$ cat src/rtl/ffha_ram.sv
module ffha_ram #(
  parameter int unsigned WIDTH = 8,
  parameter int unsigned DEPTH = 16
) (
  input  logic                     clk,
  input  logic                     we,
  input  logic [$clog2(DEPTH)-1:0] waddr,
  input  logic [WIDTH-1:0]         wdata,
  input  logic [$clog2(DEPTH)-1:0] raddr,
  output logic [WIDTH-1:0]         rdata
);

  logic [WIDTH-1:0] mem [DEPTH];

  // One write port, one registered read port.
  always_ff @(posedge clk) begin
    if (we) begin
      mem[waddr] <= wdata;
    end
    rdata <= mem[raddr];
  end

endmodule

$ cat config.mk
export PLATFORM = sky130hd
export DESIGN_NAME = ffha_ram
export DESIGN_NICKNAME = d
export VERILOG_FILES = /design/src/rtl/ffha_ram.sv
export SDC_FILE = /design/constraint.sdc
export NUM_CORES = 1
export LEC_CHECK = 0
export ABC_CLOCK_PERIOD_IN_PS = 2100
export BUFFER_PORTS_ARGS = -buffer_cell sky130_fd_sc_hd__buf_2
export CAP_MARGIN = 20
export CORE_UTILIZATION = 50
export CTS_CLUSTER_SIZE = 16
export DETAILED_ROUTE_END_ITERATION = 6
export PLACE_DENSITY = 0.67
export SETUP_SLACK_MARGIN = 0.1
export SKIP_CTS_REPAIR_TIMING = 1
export SYNTH_ARGS = -nofsm -noshare
export SYNTH_HDL_FRONTEND = slang
export SYNTH_SLANG_ARGS = --single-unit
$ cat constraint.sdc
create_clock -name clk -period 2.1 [get_ports clk]
set_input_delay 0.315 -clock clk [delete_from_list [all_inputs] [get_ports clk]]
set_output_delay 0.315 -clock clk [all_outputs]
set_load 0.01 [all_outputs]
==> results of run 1 <==
## worst register-to-register path, stage by stage (launching register included)
cell	delay, ns
edfxtp_1	0.34
mux4_1	0.50
a22oi_1	0.32
nand2_1	0.10
## state kept, by name (all words and copies together), names as in the netlist
signal	cells
mem	128
rdata	8
## metal layers
| layer | wire, microns | global-route usage [%] | vias up |
|---|---|---|---|
| li1 | - | - | 1092 |
| met1 | 4420 | 30.1 | 1288 |
| met2 | 5050 | 32.8 | 104 |
| met3 | 663 | 4.70 | 16 |
| met4 | 164 | 9.97 | 0 |
| met5 | 0 | 0 | - |
## stage by stage
| step | util (%) | instance area [sq um] | hold slack [ns] | instances | total power, mW |
|---|---|---|---|---|---|
| final | 62.4 | 6150 | 0.191 | 435 | 6.22 |
| after floorplan | - | 5150 | 0.414 | 229 | 3.27 |
| after global routing | 62.4 | 6150 | 0.187 | 435 | 6.41 |
| after global placement | 56.5 | 5570 | 0.656 | 403 | 3.40 |
| after CTS | 62.4 | 6150 | 0.174 | 435 | 6.27 |
| after detailed placement | 56.5 | 5570 | 0.680 | 403 | 3.41 |
## where the power goes
group	total, mW	switching, mW	internal, mW	leakage [nW]
clock	2.87	1.06	1.81	0.283
sequential	3.06	0.0262	3.04	1.22
combinational	0.293	0.167	0.126	0.618
## layout by cell type, fill, tap and decap left out
cell / count
bufinv_16: 3
or3b_2: 1
nor2b_1: 1
nand3b_1: 2
and2_1: 1
edfxtp_1: 128
clkinv_4: 3
clkbuf_16: 16
clkinvlp_4: 1
and2b_1: 1
mux4_1: 14
nand3_1: 1
nor2_1: 13
dfxtp_1: 8
clkbuf_8: 1
nand2b_1: 2
inv_6: 1
nor3_1: 4
buf_4: 24
buf_12: 2
clkbuf_1: 3
nand2_1: 9
a22oi_1: 16
buf_2: 25
mux4_2: 18
clkinv_2: 4
## cells by family (layout without fill, tap and decap cells)
family          count (synthesis)  in the layout  synth area share (%)
compound gates                 16             16                  2.33
flops                         136            136                  77.8
buf+inv                        10             83                  1.68
mux                            32             32                  15.0
simple gates                   35             35                  3.18
## final timing paths
kind | from | endpoint | slack [ns] | cells after the start
setup / recovery | mem[9][3] | rdata[3] | 0.71 | 3
hold / removal | wdata[1] | mem[5][1] | 0.19 | 1
setup reg to reg | mem[9][3] | rdata[3] | 0.71 | 3
hold reg to reg | mem[6][7] | rdata[7] | 0.69 | 3
## cell type report
class,instances,area share [%]
Clock buffer,20,6.92
Clock inverter,12,2.48
Multi-Input combinational cell,83,17.2
Sequential cell,136,65.1
Tap cell,133,2.71
Timing Repair Buffer,51,5.61
==> results.md, run 1 <==
Clocking:
- The number of buffers inserted during clock tree synthesis is 17.
- The register clock-pin slew on the reported worst setup and hold paths is ~0.060 ns.
- The longest clock path from root to sink contains 2 buffers.
- The clock root buffer is clkbuf_8.
- The H-tree depth reported by CTS is 4.
- Counting every sink on the clock net gives approximately 140.
- The clock reaches the later pin of the worst-skew pair after ~0.52 ns.
- The CTS tree is yes.

Critical path:
- For the worst setup path, the data arrival time is between 1.5 and 2 ns.
- The data required time of the critical path is 2.48 ns.
- The critical path goes through mux4_1 > a22oi_1 > nand2_1.
- The category of the worst setup path launch point is a flip-flop.
- The sum of buffers and inverters on the critical path is 0.
- Along the worst path, the maximum fanout reaches 1.
- For this design, the slowest cell found on the critical path is mux4_1.
- STA classifies the critical path endpoint as a flip-flop.
- The cell class contributing the biggest share of worst-path delay is multiplexers.
- On the worst path, the slowest cell contributes a delay of 0.50 ns.
- The critical path is of the reg2reg type.

Yosys:
- By instance count, the leading cell after synthesis is edfxtp_1.
- The synthesized net count is about 250.
- The most used flip-flop cell after synthesis is edfxtp_1.
- For this run, asynchronously set or reset flops after synthesis account for 0%.
- Yosys printed 0 warnings.
- By count the netlist is led by edfxtp_1 (128), mux4_2 (18), a22oi_1 (16).
- Synthesis instantiated 19 different standard cells from the library.
- Sequential elements use between 70% and 80% of the synthesized area.
- By area the synthesized netlist is led by edfxtp_1 (75%), mux4_2 (7.9%), mux4_1 (7.1%).
- The area of the mapped netlist is 5150 sq um.
- The post-synthesis cell type with the largest combined area is edfxtp_1.
- The number of synthesized register bits is 136.
- The average footprint of a synthesized cell is between 20 and 25 sq um.
- The synthesized design contains approximately 130 enable-type register cells.
- The gate count after technology mapping is approximately 230.
- The fraction of synthesized cell area taken by the top area cell type is about three quarters.

Cells and area:
- The area of all sequential standard cells is approximately 4000 sq um.
- Fill cells in the final layout number about 680.
- The area growth from synthesis to layout is 19.5%.
- The total area of multi-input combinational cells is around 1100 sq um.
- The share of layout cells above drive strength 1 is 32.8%.
- The final layout net count is around 310.
- The number of diodes added for antenna fixing is 0.

Pwr:
- For this design the ratio of total power to cell area is just over 1000 nW/um^2.
- The worst vdd rail ir drop is ~0.00054 V.
- The leakage power total is roughly 2.1 nW.

Hold path:
- The worst hold path class is in2reg.

Timing:
- Setup repair after global routing left no endpoint under its margin.
- In this run the tightest slew margin relative to its limit is about two thirds.
- The worst path uses between 60 and 70% of the clock period.
- The number of hold violations in the final report is 0.
- The worst path needs approximately 1.4 ns of the cycle, external delays included.
- The count of endpoints failing setup in the final report is 0.
- The worst-case clock skew is approximately 0.011 ns.
- The worst setup margin is 0.710 ns.
- Static timing analysis puts the maximum clock frequency at between 0.7 and 0.8 GHz.
- For the pin with the worst max-slew slack, the measured transition is 0.474 ns.
- In the final timing run, aggregate negative setup slack is 0 ns.
- The max-slew violation count is 0.

GRT:
- Summed over all layers, the global routing overflow is 0.
- The number of global-route vias before repair is about 2400.
- The overall fraction of global-route tracks in use is 21.5%.
- The number of antenna violations at the first check in global routing is 0.
- The first global-routing pass estimated roughly 15000 microns of wire.
- The maximum number of pins on one net before global-route repair is 33.

Routing:
- The number of remaining DRC errors is 0.
- For this block, the initial DRC count from the detailed router was around 150.
- The first TritonRoute pass finished after 4 iterations.
- The mean routed wirelength per cell is around 24 microns.
- The remaining number of nets flagged by the antenna check after routing is 0.
- The count of vias placed by the detailed router is 2500.
- After detailed routing, the total wire length is between 10000 and 15000 microns.
- After detailed routing, the number of vias per cell comes to roughly 5.7.

Floorplanning:
- Pin placement for this block handled 26 I/O pins.
- The starting utilization of the core area is between 50% and 60%.
- The total number of placement rows is 36.
- The region available for standard cell placement spans 9860 sq um.
- The die boundary width is 103 microns.
- The area enclosed by the die boundary is around 11000 sq um.
- From bottom edge to top edge, the die measures between 100 and 150 microns.

Placement:
- The post-detailed-placement half-perimeter wirelength is 6490 microns.
- At the placement stage, the worst setup path has a slack of around 0.24 ns.
- The number of port buffers is 25.
- The routability congestion estimate from global placement is ~0.81.

Run:
- The number of maximum-capacitance constraint violations is 0.

Run status:
- The flow ran to the end, and the final reports show no timing, DRC or antenna violations.
Power figures use the tool's default switching activity.
==> run 2: changes to the inputs <==
--- a/config.mk
+++ b/config.mk
@@ -5,7 +5,8 @@
 export SDC_FILE = /design/constraint.sdc
 export NUM_CORES = 1
 export LEC_CHECK = 0
-export ABC_CLOCK_PERIOD_IN_PS = 2100
+export ABC_AREA = 1
+export ABC_CLOCK_PERIOD_IN_PS = 1370
 export BUFFER_PORTS_ARGS = -buffer_cell sky130_fd_sc_hd__buf_2
 export CAP_MARGIN = 20
 export CORE_UTILIZATION = 50
==> constraint.sdc (replaced) <==
create_clock -name clk -period 1.37 [get_ports clk]
set_input_delay 0.2055 -clock clk [delete_from_list [all_inputs] [get_ports clk]]
set_output_delay 0.2055 -clock clk [all_outputs]
set_load 0.01 [all_outputs]
==> run 2 against run 1 <==
  * Critical path depth down 2
  * Design area up 10%
  * Critical path type is now reg2out
  * Die area up 12%
  * Combinational power up 100%
  * Area after synthesis up 12%
  * Global-route usage up 1.8 points
  * Largest power group is now clock
  * Utilization down 0.94 points
  * Sequential cell count unchanged
  * Sequential power up 53%
  * Via count up 54%
==> results.md, run 2 <==
Routing:
- The mean routed wirelength per cell is ~17 microns.
- After detailed routing, the number of remaining DRC violations is 0.
- The DRC marker count from the first detailed-route iteration is around 300.
- The iteration count of the initial detailed-routing pass is 6.
- For this block, the via count after detailed routing is ~3800.
- Dividing the detail-routed via count by the number of cells gives slightly above 5.
- The detail route stage leaves a number of antenna-violating nets equal to 0.
- The total length of routed wires is roughly 13000 microns.

Floorplanning:
- In this run the standard cell core region covers approximately 11000 sq um.
- The initial utilization of the core area, before any placement, comes to between 50% and 60%.
- The overall die height is roughly 110 microns.
- The floorplan has 38 rows.
- The number of ports placed on the die boundary is 26.
- The die boundary width is 109 microns.
- The area enclosed by the die boundary is around 12000 sq um.

Timing:
- The max-slew violation count is 0.
- The number of hold violations in the final report is 0.
- The final period demand of the worst path is approximately 1.1 ns.
- Measured against its own limit, the worst slew margin works out to between 70% and 80%.
- On the final layout, the worst clock skew is 0.00819 ns.
- Setup repair after global routing left no endpoint under its margin.
- The total negative slack is 0 ns.
- For this run, the top clock speed supported by timing is just under 0.9 GHz.
- The count of endpoints failing setup in the final report is 0.
- For the pin with the worst max-slew slack, the measured transition is 0.394 ns.
- The part of the cycle the worst path needs is 81.9%.
- Final hold analysis gives a worst-case slack of 0.223 ns.

GRT:
- Global routing finished with a remaining overflow of 0.
- The maximum number of pins on one net before global-route repair is 65.
- The first global-routing pass estimated a little under 20000 microns of wire.
- The number of global-route vias before repair was about 3700.
- The number of antenna violations at the first check in global routing is 0.
- Global routing used 23.3% of the available tracks.

Run status:
- The flow ran to the end, and the final reports show no timing, DRC or antenna violations.

Critical path:
- The signal on the critical path passes through buf_2.
- The worst setup path is launched from a flip-flop.
- The data arrival at the endpoint of the critical path is around 0.92 ns.
- On the worst path, the slowest cell contributes a delay of ~0.36 ns.
- The endpoint identified for the worst register-to-register timing path is rdata[2].
- For the worst setup path, the data required time is approximately 1.2 ns.
- The cell class contributing the biggest share of worst-path delay is flip-flops.
- For this design, the slowest cell found on the critical path is dfxtp_1.
- Counting both buffers and inverters, the worst setup path holds a total of 1.
- In this run the critical register-to-register path is launched from mem[9][2].
- The path type of the worst setup path is reg2out.
- Along the worst path, the maximum fanout reaches 1.
- For the worst flop-to-flop path, the logic depth is 6.
- The number of cells on the critical path is 1.
- In this run the register-to-register setup slack is approximately 0.34 ns.
- STA classifies the critical path endpoint as an output port.

Cells and area:
- The largest registers in the layout are mem: 128 flops, rdata: 8 flops.
- Leaving out fill and tap cells, the most frequent cell in the layout is nand2_1.
- The library cells used most frequently in the layout, excluding fill and tap cells, are nand2_1 (173), edfxtp_1 (128), inv_1 (100), nand3_1 (97), buf_2 (25).
- Compared with the post-synthesis result, the final layout area differs by 17.5%.
- The final layout net count is 614.
- The register with the most flip-flops in the layout has 128 of them.
- The number of antenna diodes in the final layout is 0.
- The register bank with the most flops is mem.
- The share of layout cells above drive strength 1 is a little over an eighth.

Yosys:
- The most numerous cell in the Yosys netlist is nand2_1.
- The post-synthesis cell type with the largest combined area is edfxtp_1.
- Ranked by instance count, the synthesized netlist is headed by nand2_1 (173), edfxtp_1 (128), inv_1 (100).
- Dividing the synthesized area by the synthesized cell count gives 10.5 sq um.
- The synthesized net count is approximately 570.
- The synthesized design contains 136 register bits.
- The area of the mapped netlist is roughly 5800 sq um.
- The share of the Yosys chip area taken by registers is a little over two thirds.
- Yosys attributes the largest share of cell area to edfxtp_1 (67%), nand2_1 (11%), nand3_1 (8.4%).
- The gate count after technology mapping is 551.
- The leading register cell type out of synthesis is edfxtp_1.
- The share of synthesized area in the top cell type comes to between 60% and 70%.
- In this run, synthesis inferred roughly 130 flip-flops with an integrated enable.
- For this run, the number of Yosys warnings is 0.
- The number of distinct standard cells referenced by the synthesized netlist is 12.
- Counting flops with an async set or reset pin after synthesis yields a share of 0%.

Clocking:
- The clock sink count is between 100 and 150.
- The H-tree generated during clock tree synthesis spans 4 levels.
- TritonCTS built the clock tree.
- The register clock-pin slew on the reported worst setup and hold paths is approximately 0.060 ns.
- The number of buffers inserted during clock tree synthesis is 17.
- The clock root buffer is clkbuf_16.
- The largest buffer count on any clock path is 2.
- The clock latency of the later-clocked register in the worst-skew pair is 0.41 ns.

Placement:
- Routability-driven placement finished with a final weighted congestion of between 0.8 and 0.9.
- The post-detailed-placement half-perimeter wirelength is ~7800 microns.
- The number of port buffers is 25.

Pwr:
- In this run the static leakage power is around 3.0 nW.
- The total power per unit cell area is around 1500 nW/um^2.
- The worst-case IR drop observed on VDD is approximately 0.0010 V.

Hold path:
- The worst min-delay path startpoint is wdata[1].
- The cell depth of the worst min-delay path is 1.
- The worst hold path belongs to the class in2reg.
- The worst hold path terminates at mem[9][1].

Run:
- The number of maximum-capacitance constraint violations is 0.
-- run 2: changes by cell type in the layout (fill, tap and decap cells not counted), moves of 3 or more --
cell      change
nand2_1     +164
inv_1       +100
nand3_1      +96
mux4_2       -18
a22oi_1      -16
mux4_1       -14
nor2_1        +4
nor3_1        -4
buf_4         -3
clkinv_2      -3
-- run 2: worst max path at each step --
stage / slack [ns] / to / startpoint
after floorplan: 0.21 / mem[10][0] / waddr[2]
after detailed placement: 0.11 / rdata[3] / raddr[0]
after global placement: 0.12 / rdata[3] / raddr[0]
after global routing: 0.23 / rdata[7] / rdata[7]
final: 0.25 / rdata[7] / rdata[7]
after CTS: 0.24 / rdata[7] / rdata[7]
-- run 2: where the power goes --
group / internal, mW / switching (mW) / total, mW / leakage [nW]
clock network: 3.22 / 1.64 / 4.86 / 0.298
registers: 4.65 / 0.0321 / 4.68 / 1.22
logic: 0.185 / 0.406 / 0.591 / 1.44
total: 8.05 / 2.08 / 10.1 / 2.96
-- run 2: stage by stage --
step                worst slack (ns)  power [mW]  utilization (%)  instance area (sq um)  cells
floorplan                      0.214        5.10                -                   5770    551
global placement               0.115        5.35             55.6                   6140    717
detailed placement             0.112        5.36             55.6                   6140    717
CTS                            0.243        10.2             61.4                   6770    749
global route                   0.229        10.4             61.4                   6770    749
finish                         0.248        10.1             61.4                   6770    749
-- run 2: final cells by class --
class	count	area [sq um]
clock buffer	19	433
inverter	102	383
tap	140	175
multi-input combinational	289	1210
timing repair buffer	50	363
sequential	136	4000
clock inverter	13	203
fill	883	4260
-- run 2: cells by family (layout without fill, tap and decap cells) --
| family | count (synthesis) | after routing | share of synthesized area (%) |
|---|---|---|---|
| flip-flops | 136 | 136 | 69.4 |
| buffers and inverters | 126 | 184 | 9.52 |
| AND/OR/NAND/NOR | 289 | 289 | 21.0 |
-- run 2: layer usage --
metal	track usage, %	share of wire (%)
met5	0	0
met4	10.3	3.0
met3	4.62	6.4
met2	37.8	48
met1	30.4	43
==> run 3: changes to the inputs <==
--- a/config.mk
+++ b/config.mk
@@ -6,13 +6,13 @@
 export NUM_CORES = 1
 export LEC_CHECK = 0
 export ABC_AREA = 1
-export ABC_CLOCK_PERIOD_IN_PS = 1370
+export ABC_CLOCK_PERIOD_IN_PS = 950
 export BUFFER_PORTS_ARGS = -buffer_cell sky130_fd_sc_hd__buf_2
 export CAP_MARGIN = 20
 export CORE_UTILIZATION = 50
 export CTS_CLUSTER_SIZE = 16
 export DETAILED_ROUTE_END_ITERATION = 6
-export PLACE_DENSITY = 0.67
+export PLACE_DENSITY = 0.7
 export SETUP_SLACK_MARGIN = 0.1
 export SKIP_CTS_REPAIR_TIMING = 1
 export SYNTH_ARGS = -nofsm -noshare
==> constraint.sdc (replaced) <==
create_clock -name clk -period 0.95 [get_ports clk]
set_input_delay 0.1425 -clock clk [delete_from_list [all_inputs] [get_ports clk]]
set_output_delay 0.1425 -clock clk [all_outputs]
set_load 0.01 [all_outputs]
==> run 3 against run 2 <==
  * The run now ends with setup timing left
  * Combinational power up 83%
  * Register-to-register slack got worse by 0.33 ns
  * Count of clock-buffer cells in the layout is 1 lower
  * Sequential share of layout area fell by 4.1 points
  * Sequential cell count unchanged
  * Final cell count rose by 2.3%
  * Largest cell class unchanged
==> results.md, run 3 (synthesized netlist as in run 2, its figures left out) <==
Clocking:
- The clock latency of the later-clocked register in the worst-skew pair is 0.42 ns.
- TritonCTS built the clock tree.
- After clock tree synthesis, the clock-pin slew on the worst setup and hold paths is ~0.060 ns.
- Clock tree synthesis inserted a total of 17 buffers.
- The tree is rooted in a clkbuf_16.
- The H-tree generated during clock tree synthesis spans 4 levels.
- The clock sink count is 136.
- No sink is reached through more buffers than the 2 on the longest clock path.

Floorplanning:
- The area enclosed by the die boundary is about 12000 sq um.
- The region available for standard cell placement spans ~11000 sq um.
- The die boundary width is about 110 microns.
- The starting utilization of the core area is approximately 52%.
- The floorplan step set the die height to ~110 microns.
- Pin placement for this block handled 26 I/O pins.
- The floorplan has 38 rows.

Critical path:
- For this design, the slowest cell found on the critical path is dfxtp_2.
- The worst register-to-register path ends at rdata[5].
- The setup check on the worst reg-to-reg path leaves a slack of 0.01 ns.
- The launch point of the critical path is rdata[0].
- The path type of the worst setup path is reg2out.
- In this design, the largest share of critical-path delay is due to flip-flops.
- In this run the critical register-to-register path is launched from mem[4][5].
- The worst setup path is captured at an output port.
- The data required time of the critical path is ~0.81 ns.
- The sum of buffers and inverters on the critical path is 1.
- The critical path ends at rdata[0].
- At the worst endpoint, the arrival time is around 0.88 ns.
- The number of cells on the worst reg-to-reg path is 6.
- Along the worst path, the maximum fanout reaches 1.
- The worst setup path is launched from a flip-flop.
- For this run, the slowest stage of the critical path takes between 0.3 and 0.4 ns.
- Traced cell by cell, the critical path runs through buf_6.
- The number of cells on the critical path is 1.

Cells and area:
- The final layout net count is ~630.
- Cells with a size suffix above 1 make up ~28% of the layout.
- After routing the design area is around 7300 sq um.
- The library cell used most frequently in the layout, excluding fill and tap cells, is nand2_1.
- Leaving out fill and tap cells, the most frequent cells in the layout are nand2_1 (163), edfxtp_1 (128), inv_1 (99), nand3_1 (53), nand3_2 (43).
- The area added between synthesis and finish is 26.4%.
- mem holds more flip-flops than any other register.
- The register with the most flip-flops in the layout has around 130 of them.
- The largest registers in the layout are mem: 128 flops, rdata: 8 flops.
- The number of antenna diodes in the final layout is 0.
- The count of cells in the finished layout, fillers not included, comes to 766.

Routing:
- The via-per-instance ratio is just over 5.
- For this block, the initial DRC count from the detailed router was 239.
- For this block, the routed nets add up to ~13000 microns of wire.
- The count of vias placed by the detailed router is 3962.
- For this run, the detailed router's first-pass iteration total came to 5.
- The remaining number of nets flagged by the antenna check after routing is 0.
- The number of remaining DRC errors is 0.
- The mean routed wirelength per cell is 16.8 microns.

Run status:
- The final reports fail on setup timing.
- The run finished, with violations left.

Hold path:
- The tightest min-delay check is of the in2reg type.

GRT:
- Entering global routing, the biggest net connects 33 pins.
- The number of antenna violations at the first check in global routing came to 0.
- After global routing the overflow that remains totals 0.
- The number of global-route vias before repair is 3801.
- Global routing used about a quarter of the available tracks across all layers.
- The first-pass GRT wire length is 19600 microns.

Placement:
- Detailed placement ended at an HPWL of 8280 microns.
- Buffers placed on the I/O ports in this run total 25.
- The number of placed instances, taps included, is roughly 730.
- The routability congestion estimate from global placement is 0.811.
- In this run the cell area measured after placement is around 6400 sq um.

Timing:
- Setup violations remaining at the end of the flow were counted as 8.
- Measured against its own limit, the worst slew margin works out to between 70 and 80%.
- Based on the critical path, the design can be clocked at up to ~1 GHz.
- Between clock sinks in the finished design, the worst skew comes to approximately 0.0065 ns.
- Setup repair after global routing could not meet its margin everywhere.
- The max-slew violation count is 0.
- For the finished layout, the period the worst path requires is between 1 and 1.5 ns.
- The number of hold violations in the final report is 0.
- For the pin with the worst max-slew slack, the measured transition is 0.424 ns.
- After layout, the worst path uses 108% of the clock period.
- After layout, the worst setup slack is -0.0749 ns.

Pwr:
- The total power per unit cell area is around 1900 nW/um^2.
- The worst vdd rail ir drop is 0.00112 V.
- In this run the static leakage power is between 3 and 4 nW.
- Total power for the finished layout comes to 14.0 mW.

Run:
- Across the run, the number of max-cap violations was 0.
==> run 3: cell count changes in the layout (fill, tap and decap cells not counted), sizes merged <==
cell / change
buf: +17
clkinv: +3
clkbuf: -1
bufinv: -3
clkinvlp: +1
==> run 3: how the worst min path moves through the flow <==
stage / slack, ns / startpoint / endpoint / depth (start not counted)
final: 0.08 / raddr[2] / rdata[0] / 4
after global routing: 0.08 / raddr[2] / rdata[0] / 4
after CTS: 0.07 / raddr[2] / rdata[0] / 4
after detailed placement: 0.51 / raddr[2] / rdata[0] / 4
after global placement: 0.51 / raddr[2] / rdata[0] / 4
after floorplan: 0.24 / wdata[0] / mem[0][0] / 0
==> run 3: area by class of cell <==
cell class	instances	area [sq um]
Sequential cell	136	4010
Fill cell	835	3740
Multi-Input combinational cell	289	1560
Timing Repair Buffer	67	597
Clock buffer	18	429
Inverter	102	383
Tap cell	140	175
Clock inverter	14	134
==> run 3: through the flow <==
step	utilization, %	hold slack (ns)	setup TNS (ns)	worst slack (ns)
after floorplan	-	0.241	-4.23	-0.0661
after global placement	58.5	0.510	-26.60	-0.264
after detailed placement	58.5	0.511	-30.99	-0.292
after CTS	63.6	0.0726	-0.650	-0.161
after global routing	66.1	0.0796	-0.781	-0.108
final	66.1	0.0777	-0.288	-0.0749
==> run 3: where the power goes <==
part / total [mW] / switching, mW / internal, mW
clock network: 6.20 / 2.38 / 3.82
registers: 6.76 / 0.0445 / 6.71
logic: 1.08 / 0.683 / 0.400
==> run 3: routing by layer <==
metal	track usage [%]	routed length, microns	vias to the layer above
met3	6.16	704	30
met5	0	0	-
met1	28.5	5240	1909
met4	10.5	306	0
met2	39.0	6580	123
li1	-	-	1900
